--- config.mk ---
export PLATFORM = sky130hd
export DESIGN_NAME = moving_average_crossover_signal
export DESIGN_NICKNAME = d
export VERILOG_FILES = /design/src/design/macs_pkg.sv /design/src/design/macs_ram.sv /design/src/design/macs_ctrl.sv /design/src/design/macs_dp.sv /design/src/design/moving_average_crossover_signal.sv
export SDC_FILE = /design/constraint.sdc
export NUM_CORES = 2
export LEC_CHECK = 0
export BUFFER_PORTS_ARGS = -buffer_cell sky130_fd_sc_hd__buf_2
export CORE_ASPECT_RATIO = 2
export CORE_UTILIZATION = 50
export CTS_CLUSTER_SIZE = 14
export DETAILED_ROUTE_END_ITERATION = 8
export PLACE_DENSITY = 0.73
export SLEW_MARGIN = 20
export SYNTH_ARGS = -nofsm -noshare
export SYNTH_HDL_FRONTEND = slang
export SYNTH_HIERARCHICAL = 1
export SYNTH_SLANG_ARGS = --single-unit
--- constraint.sdc ---
create_clock -name aclk -period 9 [get_ports aclk]
set_input_delay 0.45 -clock aclk [delete_from_list [all_inputs] [get_ports aclk]]
set_output_delay 0.45 -clock aclk [all_outputs]
set_load 0.005 [all_outputs]
--- src/design/macs_pkg.sv ---
// shared constants, types and helpers of the moving average crossover block
package macs_pkg;

    // window geometry and field widths
    localparam int WINDOW  = 64;
    localparam int PTR_W   = $clog2(WINDOW);
    localparam int CNT_W   = $clog2(WINDOW + 1);
    localparam int SYM_W   = 16;
    localparam int PRICE_W = 32;
    localparam int PER_W   = 7;
    localparam int SUM_W   = PRICE_W + PTR_W;
    localparam int PROD_W  = SUM_W + CNT_W;
    localparam int TRY_W   = PTR_W + 1;
    localparam int DIV_W   = $clog2(SUM_W);

    // stream and configuration port widths
    localparam int S_DATA_W = 48;
    localparam int M_DATA_W = 72;
    localparam int CFG_A_W  = 2;
    localparam int CFG_D_W  = 16;

    // configuration register indexes
    localparam logic [CFG_A_W-1:0] REG_SHORT_PERIODS  = 2'd0;
    localparam logic [CFG_A_W-1:0] REG_LONG_PERIODS   = 2'd1;
    localparam logic [CFG_A_W-1:0] REG_WATCHED_SYMBOL = 2'd2;

    // configuration reset values
    localparam logic [PER_W-1:0] SHORT_RESET = 7'd2;
    localparam logic [PER_W-1:0] LONG_RESET  = 7'd3;
    localparam logic [SYM_W-1:0] WATCH_RESET = 16'd0;

    // trading signal codes
    typedef enum logic [1:0] {
        SIG_HOLD = 2'd0,
        SIG_BUY  = 2'd1,
        SIG_SELL = 2'd2
    } signal_t;

    // controller states
    typedef enum logic [3:0] {
        ST_IDLE,
        ST_READ,
        ST_DRAIN,
        ST_GATE,
        ST_MUL_S,
        ST_MUL_L,
        ST_CMP,
        ST_DIV,
        ST_DONE
    } state_t;

    // commands from the controller to the datapath
    typedef struct packed {
        logic start;
        logic issue;
        logic gate;
        logic mul_en;
        logic mul_sel;
        logic cmp;
        logic div_step;
        logic load_out;
    } cmd_t;

    // status from the datapath to the controller
    typedef struct packed {
        logic last_issue;
        logic div_last;
        logic out_busy;
    } stat_t;

    // period of zero counts as one, above the window as the window
    function automatic logic [CNT_W-1:0] clamp_period(input logic [PER_W-1:0] p);
        logic [CNT_W-1:0] r;
        if (p == '0) begin
            r = CNT_W'(1);
        end else if (int'(p) > WINDOW) begin
            r = CNT_W'(WINDOW);
        end else begin
            r = CNT_W'(p);
        end
        return r;
    endfunction

endpackage

--- src/design/macs_ram.sv ---
// generic single write port ram with registered read
module macs_ram #(
    parameter int WIDTH = 32,
    parameter int DEPTH = 64
) (
    input  logic                     aclk,
    input  logic                     we,
    input  logic [$clog2(DEPTH)-1:0] waddr,
    input  logic [WIDTH-1:0]         wdata,
    input  logic                     re,
    input  logic [$clog2(DEPTH)-1:0] raddr,
    output logic [WIDTH-1:0]         rdata
);

    logic [WIDTH-1:0] mem_reg [DEPTH];
    logic [WIDTH-1:0] rdata_reg;

    // write port and registered read port
    always_ff @(posedge aclk) begin
        if (we) begin
            mem_reg[waddr] <= wdata;
        end
        if (re) begin
            rdata_reg <= mem_reg[raddr];
        end
    end

    assign rdata = rdata_reg;

endmodule

--- src/design/macs_ctrl.sv ---
// sequencing state machine of the moving average crossover block
module macs_ctrl
    import macs_pkg::*;
(
    input  logic  aclk,
    input  logic  aresetn,
    input  logic  s_tvalid,
    output logic  s_tready,
    input  stat_t stat,
    output cmd_t  cmd
);

    state_t state_reg;
    state_t state_next;

    // state register
    always_ff @(posedge aclk) begin
        if (!aresetn) begin
            state_reg <= ST_IDLE;
        end else begin
            state_reg <= state_next;
        end
    end

    // next state
    always_comb begin
        state_next = state_reg;
        case (state_reg)
            ST_IDLE: begin
                if (s_tvalid) begin
                    state_next = ST_READ;
                end
            end
            ST_READ: begin
                if (stat.last_issue) begin
                    state_next = ST_DRAIN;
                end
            end
            ST_DRAIN: state_next = ST_GATE;
            ST_GATE:  state_next = ST_MUL_S;
            ST_MUL_S: state_next = ST_MUL_L;
            ST_MUL_L: state_next = ST_CMP;
            ST_CMP:   state_next = ST_DIV;
            ST_DIV: begin
                if (stat.div_last) begin
                    state_next = ST_DONE;
                end
            end
            ST_DONE: begin
                if (!stat.out_busy) begin
                    state_next = ST_IDLE;
                end
            end
            default: state_next = ST_IDLE;
        endcase
    end

    // command outputs, no request is taken while reset is held
    always_comb begin
        cmd      = '0;
        s_tready = 1'b0;
        case (state_reg)
            ST_IDLE: begin
                s_tready  = aresetn;
                cmd.start = s_tvalid && aresetn;
            end
            ST_READ:  cmd.issue = 1'b1;
            ST_DRAIN: cmd = '0;
            ST_GATE:  cmd.gate = 1'b1;
            ST_MUL_S: cmd.mul_en = 1'b1;
            ST_MUL_L: begin
                cmd.mul_en  = 1'b1;
                cmd.mul_sel = 1'b1;
            end
            ST_CMP:   cmd.cmp = 1'b1;
            ST_DIV:   cmd.div_step = 1'b1;
            ST_DONE:  cmd.load_out = !stat.out_busy;
            default:  cmd = '0;
        endcase
    end

endmodule

--- src/design/macs_dp.sv ---
// datapath: configuration, window pointers, sums, cross multiply and dividers
module macs_dp
    import macs_pkg::*;
(
    input  logic                aclk,
    input  logic                aresetn,
    input  logic                cfg_we,
    input  logic [CFG_A_W-1:0]  cfg_addr,
    input  logic [CFG_D_W-1:0]  cfg_wdata,
    input  logic [S_DATA_W-1:0] s_tdata,
    output logic                m_tvalid,
    input  logic                m_tready,
    output logic [M_DATA_W-1:0] m_tdata,
    input  cmd_t                cmd,
    output stat_t               stat
);

    // configuration registers
    logic [PER_W-1:0] short_cfg_reg;
    logic [PER_W-1:0] long_cfg_reg;
    logic [SYM_W-1:0] watch_reg;

    // window bookkeeping
    logic [PTR_W-1:0] wp_reg, wp_next;
    logic [CNT_W-1:0] seen_reg, seen_next;
    logic [PTR_W-1:0] rd_ptr_reg, rd_ptr_next;
    logic [CNT_W-1:0] k_reg, k_next;
    logic             acc_vld_reg, acc_vld_next;
    logic [CNT_W-1:0] acc_k_reg, acc_k_next;

    // arithmetic
    logic [SUM_W-1:0]  short_acc_reg, short_acc_next;
    logic [SUM_W-1:0]  long_acc_reg, long_acc_next;
    logic [PROD_W-1:0] lhs_reg, lhs_next;
    logic [PROD_W-1:0] rhs_reg, rhs_next;
    signal_t           signal_reg, signal_next;
    logic [PTR_W-1:0]  rem_reg [2];
    logic [PTR_W-1:0]  rem_next [2];
    logic [SUM_W-1:0]  quo_reg [2];
    logic [SUM_W-1:0]  quo_next [2];
    logic [DIV_W-1:0]  div_cnt_reg, div_cnt_next;

    // output register
    logic               m_tvalid_reg, m_tvalid_next;
    logic [1:0]         m_signal_reg;
    logic [PRICE_W-1:0] m_short_reg;
    logic [PRICE_W-1:0] m_long_reg;

    logic [SYM_W-1:0]   in_symbol;
    logic [PRICE_W-1:0] in_price;
    logic               watched;
    logic [CNT_W-1:0]   sp;
    logic [CNT_W-1:0]   lp;
    logic [CNT_W-1:0]   n_reads;
    logic [PRICE_W-1:0] ram_rdata;
    logic [SUM_W-1:0]   mul_a;
    logic [CNT_W-1:0]   mul_b;
    logic [PROD_W-1:0]  prod;
    logic [CNT_W-1:0]   div_d [2];
    logic [TRY_W-1:0]   div_try [2];

    assign in_symbol = s_tdata[SYM_W-1:0];
    assign in_price  = s_tdata[SYM_W+PRICE_W-1:SYM_W];
    assign watched   = (in_symbol == watch_reg);
    assign sp        = clamp_period(short_cfg_reg);
    assign lp        = clamp_period(long_cfg_reg);
    assign n_reads   = (sp > lp) ? sp : lp;
    assign div_d[0]  = sp;
    assign div_d[1]  = lp;

    // price window storage
    macs_ram #(
        .WIDTH (PRICE_W),
        .DEPTH (WINDOW)
    ) u_window (
        .aclk  (aclk),
        .we    (cmd.start && watched),
        .waddr (wp_reg),
        .wdata (in_price),
        .re    (cmd.issue),
        .raddr (rd_ptr_reg),
        .rdata (ram_rdata)
    );

    // shared multiplier, short sum by long period then long sum by short period
    assign mul_a = cmd.mul_sel ? long_acc_reg : short_acc_reg;
    assign mul_b = cmd.mul_sel ? sp : lp;
    assign prod  = PROD_W'(mul_a) * PROD_W'(mul_b);

    // status
    always_comb begin
        stat.last_issue = (k_reg == n_reads - CNT_W'(1));
        stat.div_last   = (div_cnt_reg == DIV_W'(SUM_W - 1));
        stat.out_busy   = m_tvalid_reg && !m_tready;
    end

    // next values of the control state
    always_comb begin
        wp_next       = wp_reg;
        seen_next     = seen_reg;
        rd_ptr_next   = rd_ptr_reg;
        k_next        = k_reg;
        acc_vld_next  = cmd.issue;
        acc_k_next    = k_reg;
        m_tvalid_next = m_tvalid_reg;
        div_cnt_next  = div_cnt_reg;

        // new request: store a watched price, point at the newest entry
        if (cmd.start) begin
            k_next = '0;
            if (watched) begin
                rd_ptr_next = wp_reg;
                wp_next     = (wp_reg == PTR_W'(WINDOW - 1)) ? '0 : wp_reg + PTR_W'(1);
                if (seen_reg != CNT_W'(WINDOW)) begin
                    seen_next = seen_reg + CNT_W'(1);
                end
            end else begin
                rd_ptr_next = (wp_reg == '0) ? PTR_W'(WINDOW - 1) : wp_reg - PTR_W'(1);
            end
        end

        // walk backward through the window
        if (cmd.issue) begin
            k_next      = k_reg + CNT_W'(1);
            rd_ptr_next = (rd_ptr_reg == '0) ? PTR_W'(WINDOW - 1) : rd_ptr_reg - PTR_W'(1);
        end

        if (cmd.cmp) begin
            div_cnt_next = '0;
        end else if (cmd.div_step) begin
            div_cnt_next = div_cnt_reg + DIV_W'(1);
        end

        // output handshake
        if (cmd.load_out) begin
            m_tvalid_next = 1'b1;
        end else if (m_tready) begin
            m_tvalid_next = 1'b0;
        end
    end

    // next values of the arithmetic registers
    always_comb begin
        short_acc_next = short_acc_reg;
        long_acc_next  = long_acc_reg;
        lhs_next       = lhs_reg;
        rhs_next       = rhs_reg;
        signal_next    = signal_reg;
        div_try        = '{default: '0};
        for (int i = 0; i < 2; i++) begin
            rem_next[i] = rem_reg[i];
            quo_next[i] = quo_reg[i];
        end

        // accumulate the price read in the previous cycle
        if (cmd.start) begin
            short_acc_next = '0;
            long_acc_next  = '0;
        end else if (acc_vld_reg) begin
            if (acc_k_reg < sp) begin
                short_acc_next = short_acc_reg + SUM_W'(ram_rdata);
            end
            if (acc_k_reg < lp) begin
                long_acc_next = long_acc_reg + SUM_W'(ram_rdata);
            end
        end

        // an average with too few stored prices counts as zero
        if (cmd.gate) begin
            if (seen_reg < sp) begin
                short_acc_next = '0;
            end
            if (seen_reg < lp) begin
                long_acc_next = '0;
            end
        end

        if (cmd.mul_en) begin
            if (cmd.mul_sel) begin
                rhs_next = prod;
            end else begin
                lhs_next = prod;
            end
        end

        // compare the cross products and load both dividers
        if (cmd.cmp) begin
            if (lhs_reg > rhs_reg) begin
                signal_next = SIG_BUY;
            end else if (lhs_reg < rhs_reg) begin
                signal_next = SIG_SELL;
            end else begin
                signal_next = SIG_HOLD;
            end
            rem_next[0] = '0;
            rem_next[1] = '0;
            quo_next[0] = short_acc_reg;
            quo_next[1] = long_acc_reg;
        end

        // one restoring division step per lane
        if (cmd.div_step) begin
            for (int i = 0; i < 2; i++) begin
                div_try[i] = {rem_reg[i], quo_reg[i][SUM_W-1]};
                if (div_try[i] >= TRY_W'(div_d[i])) begin
                    rem_next[i] = PTR_W'(div_try[i] - TRY_W'(div_d[i]));
                    quo_next[i] = {quo_reg[i][SUM_W-2:0], 1'b1};
                end else begin
                    rem_next[i] = div_try[i][PTR_W-1:0];
                    quo_next[i] = {quo_reg[i][SUM_W-2:0], 1'b0};
                end
            end
        end
    end

    // control registers
    always_ff @(posedge aclk) begin
        if (!aresetn) begin
            short_cfg_reg <= SHORT_RESET;
            long_cfg_reg  <= LONG_RESET;
            watch_reg     <= WATCH_RESET;
            wp_reg        <= '0;
            seen_reg      <= '0;
            acc_vld_reg   <= 1'b0;
            m_tvalid_reg  <= 1'b0;
        end else begin
            if (cfg_we) begin
                case (cfg_addr)
                    REG_SHORT_PERIODS:  short_cfg_reg <= cfg_wdata[PER_W-1:0];
                    REG_LONG_PERIODS:   long_cfg_reg  <= cfg_wdata[PER_W-1:0];
                    REG_WATCHED_SYMBOL: watch_reg     <= cfg_wdata[SYM_W-1:0];
                    default:            watch_reg     <= watch_reg;
                endcase
            end
            wp_reg       <= wp_next;
            seen_reg     <= seen_next;
            acc_vld_reg  <= acc_vld_next;
            m_tvalid_reg <= m_tvalid_next;
        end
    end

    // working and payload registers
    always_ff @(posedge aclk) begin
        rd_ptr_reg    <= rd_ptr_next;
        k_reg         <= k_next;
        acc_k_reg     <= acc_k_next;
        short_acc_reg <= short_acc_next;
        long_acc_reg  <= long_acc_next;
        lhs_reg       <= lhs_next;
        rhs_reg       <= rhs_next;
        signal_reg    <= signal_next;
        div_cnt_reg   <= div_cnt_next;
        for (int i = 0; i < 2; i++) begin
            rem_reg[i] <= rem_next[i];
            quo_reg[i] <= quo_next[i];
        end
        if (cmd.load_out) begin
            m_signal_reg <= signal_reg;
            m_short_reg  <= quo_reg[0][PRICE_W-1:0];
            m_long_reg   <= quo_reg[1][PRICE_W-1:0];
        end
    end

    assign m_tvalid = m_tvalid_reg;
    assign m_tdata  = {(M_DATA_W - 2 - 2 * PRICE_W)'(0), m_long_reg, m_short_reg, m_signal_reg};

endmodule

--- src/design/moving_average_crossover_signal.sv ---
// Moving average crossover: each request (one market tick) returns one result with the
// short and long simple moving averages of the watched symbol and a buy, sell or hold
// signal. A tick whose symbol id matches the watched symbol is stored in a 64 entry
// price window; others leave the window untouched but still get a result. From acceptance
// to a loaded result, a request makes one window read per cycle from the single read port
// of the price memory, uses the shared multiplier for the two cross products, and runs
// bit-serial division by the two periods, both divisions side by side. The next request
// can be taken in the cycle after the result is loaded. A new request is taken while the
// previous result still waits in the output register; its own result is then held back
// until that register is free. Configuration must be written only while idle; the user
// is bound by this, the block itself does not enforce it.
module moving_average_crossover_signal
    import macs_pkg::*;
(
    input  logic                aclk,
    input  logic                aresetn,
    // configuration write port
    input  logic                cfg_we,
    input  logic [CFG_A_W-1:0]  cfg_addr,
    input  logic [CFG_D_W-1:0]  cfg_wdata,
    // tick input
    input  logic                s_tvalid,
    output logic                s_tready,
    input  logic [S_DATA_W-1:0] s_tdata,  // symbol_id[15:0], price[47:16]
    // result output
    output logic                m_tvalid,
    input  logic                m_tready,
    output logic [M_DATA_W-1:0] m_tdata   // signal[1:0], short_avg[33:2], long_avg[65:34]
);

    cmd_t  cmd;
    stat_t stat;

    // sequencing
    macs_ctrl u_ctrl (
        .aclk     (aclk),
        .aresetn  (aresetn),
        .s_tvalid (s_tvalid),
        .s_tready (s_tready),
        .stat     (stat),
        .cmd      (cmd)
    );

    // arithmetic and storage
    macs_dp u_dp (
        .aclk      (aclk),
        .aresetn   (aresetn),
        .cfg_we    (cfg_we),
        .cfg_addr  (cfg_addr),
        .cfg_wdata (cfg_wdata),
        .s_tdata   (s_tdata),
        .m_tvalid  (m_tvalid),
        .m_tready  (m_tready),
        .m_tdata   (m_tdata),
        .cmd       (cmd),
        .stat      (stat)
    );

endmodule
==> results.md <==
- CTS Buf Count: 211
- #FFs+latches synth: 2477
- Post-Syn Area: 108000 um2
- Critical path peak fanout: 44
- Max rail drop VDD: 0.165 mV
- Ys flop type: edfxtp_1
- P_leak: 0.0408 uW
- Sum Neg Setup Slack: 0 ns
- Fin. Hold Viols: 0
- Cell variety after synth: 92
- Gr usage total: 25.2%
- Avg Cell Area, Syn: 17.3 um2
- Share of cells above drive strength 1: 19.5%
- # DRC: 0
- Final setup fails: 0
- Post-synth EDFFs: 2339
- RSZ-0062 raised after global routing: no
- Std cell rows: 240
- Outcome: completed
- Reg-to-Reg Start: u_ctrl/state_reg[2]
- Worst R2R Setup Slack: 0.95 ns
- Cell Pwr Density: 213 nW/um2
- HP Class: input port to flip-flop
- First-pass iteration count of the detailed router: 6
- Final Skew: 0.0588 ns
- Die Wd: 331 um
- Initial Util: 50.4%
- CTS sink cnt: 2477
- Vias in the first global route: 60.7k
- Final HPWL from detailed placement: 178000 um
- Reg2reg path depth: 21
- Type of origin of the critical path: flip-flop
- DP Worst Slack: 1.03 ns
- Hold Path Depth: 1
- Fin crit share: 89.5%
- Root Buffer: clkbuf_16
- H-tree Lvls: 4
- Final Max Slew Viols: 0
- Port buffer count: 138
- WHS Endpoint: u_dp/u_window/mem_reg[59][19]
- Yosys warnings: 6
- Post-layout util: 55.4%
- Max Clock Freq: 0.124 GHz
- DR vias/cell: 6.21
- Final ANT Viol Nets: 0
- Largest net degree at the start of global routing: 103
- CP arrival: 8.65 ns
- Die area: 218000 um2
- Hold path start: s_tdata[35]
- Vias: 57.9k
- Fin cells: 9333
- Clk pin slew, worst setup/hold paths: 0.06 ns
- First-pass GRT wire length: 396000 um
- Total of max-cap violations: 0
- Most common cell after layout, fill and taps aside: edfxtp_1
- Crit Path Class: flip-flop to flip-flop
- Skew-Pair Late Insertion Delay: 0.86 ns
- Worst relative slew slack: 25.6%
- Post-synthesis cell count: 6223
- Max Buffers Root-to-Sink: 4
- Ys async rst share: 0%
- Placed cell count: 9014
- P&R area growth vs syn: 9.98%
- Worst slew pin tran: 1.12 ns
- Final WS setup: 0.947 ns
- Max FFs per register: 2048
- Total Nets Final: 6946
- WL per Instance: 29.4 um
- DR iter-0 viols: 4870
- Antenna violations before repair: 13
- CTS tree: done
- Core box area: 214000 um2
- Routed WL: 274000 um
- Data required, critical path: 9.60 ns
- RePlAce Congestion: 0.904
- Post-synthesis sequential area ratio: 67.6%
- GRT overflow: 0
- Tmin final: 8.05 ns
- Setup crit end kind: flip-flop
- Chip height: 659 um
- I/O Pins: 145
- FF-to-FF End: u_dp/rhs_reg[44]
- Most frequent cells in the layout: 2339 x edfxtp_1, 544 x mux4_2, 381 x nor2_1
## through the flow
step                power (uW)  hold slack (ns)  instance area [um2]
finish                   25300           0.0365               119000
global route             26200           0.0268               119000
CTS                      25500           0.0892               119000
detailed placement       17300            0.409               113000
global placement         17200            0.406               113000
floorplan                16200            0.399               108000
## routing by layer
metal	GRT usage [%]	routed length (um)	vias up
met5	0	27	-
met4	16.3	20500	4
met3	2.69	14800	773
met2	47.6	150000	2376
met1	26.0	88400	30100
li1	-	-	24700
## worst max path at each step
| stage | start | to | cells after the start |
|---|---|---|---|
| after detailed placement | u_ctrl/state_reg[2] | u_dp/rhs_reg[42] | 21 |
| after CTS | u_ctrl/state_reg[2] | u_dp/lhs_reg[44] | 21 |
| after global placement | u_ctrl/state_reg[0] | u_dp/lhs_reg[42] | 21 |
| final | u_ctrl/state_reg[2] | u_dp/rhs_reg[44] | 21 |
| after floorplan | u_ctrl/state_reg[0] | u_dp/lhs_reg[41] | 23 |
| after global routing | u_ctrl/state_reg[2] | u_dp/lhs_reg[44] | 21 |
## where the power goes
part | switching, uW | internal (uW) | total (uW)
clock network | 3880 | 4410 | 8280
logic | 2300 | 1630 | 3930
registers | 227 | 12900 | 13100
## cell usage after synthesis, types with 33 or more instances
cell,n,area (um2)
a21o_1,95,713
a21oi_1,235,1180
buf_1,36,135
buf_2,61,305
clkbuf_1,141,529
dfxtp_1,138,2760
edfxtp_1,2339,70200
fa_1,183,3660
ha_1,228,2850
inv_1,257,965
mux2_2,89,1000
mux2i_1,160,1600
mux4_2,544,12300
nand2_1,289,1080
nand2b_1,37,231
nand3_1,47,235
nand4_1,38,238
nor2_1,446,1670
nor2b_1,61,382
nor3_1,41,205
o21a_1,33,248
o21ai_0,71,355
o22ai_1,88,551
xnor2_1,103,902
xor2_1,43,377
## worst max-delay path: stages, from the launching register on
cell       delay, ns
dfxtp_1         0.52
nand2b_1        0.26
nor2_4          0.50
buf_12          0.34
o21a_1          0.77
nor2_1          0.16
fa_1            0.52
fa_1            0.52
fa_1            0.55
inv_1           0.06
fa_1            0.53
inv_1           0.04
ha_1            0.36
nand4_1         0.17
nor2_1          0.22
a311oi_1        0.19
o31ai_1         0.71
o2111ai_1       0.36
a21o_1          0.32
o21ai_2         0.30
nor2_1          0.09
a311oi_1        0.31
## kinds of logic (layout without fill, tap and decap cells)
family | Yosys count | after routing | synth area share [%]
DFF | 2477 | 2477 | 67.6
and+or+nand+nor | 1106 | 1106 | 4.68
muxes | 793 | 793 | 13.8
AOI/OAI and AO/OA | 756 | 756 | 4.61
buffers and inverters | 533 | 846 | 2.07
adders and majority gates | 411 | 411 | 6.04
xor gates and xnor gates | 146 | 146 | 1.18
other | 1 | 15 | 0.00347
## area by class of cell
cell class | instances | area [um2]
fillers | 16000 | 95400
flip-flops and latches | 2477 | 73000
multi-input cells | 3218 | 33200
clock buffers | 261 | 5510
well taps | 2783 | 3480
repair buffers | 298 | 2140
inverters | 258 | 968
clock inverters | 29 | 325
diodes | 9 | 22.5
## repair_timing
| action | 4_1_cts | 5_1_grt |
|---|---|---|
| setup buffers | 0 | 0 |
| hold buffers | 18 | 0 |
| resized for setup | 0 | 0 |
| endpoints found under the hold margin | 33 | 0 |
(Power assumes the default switching activity.)
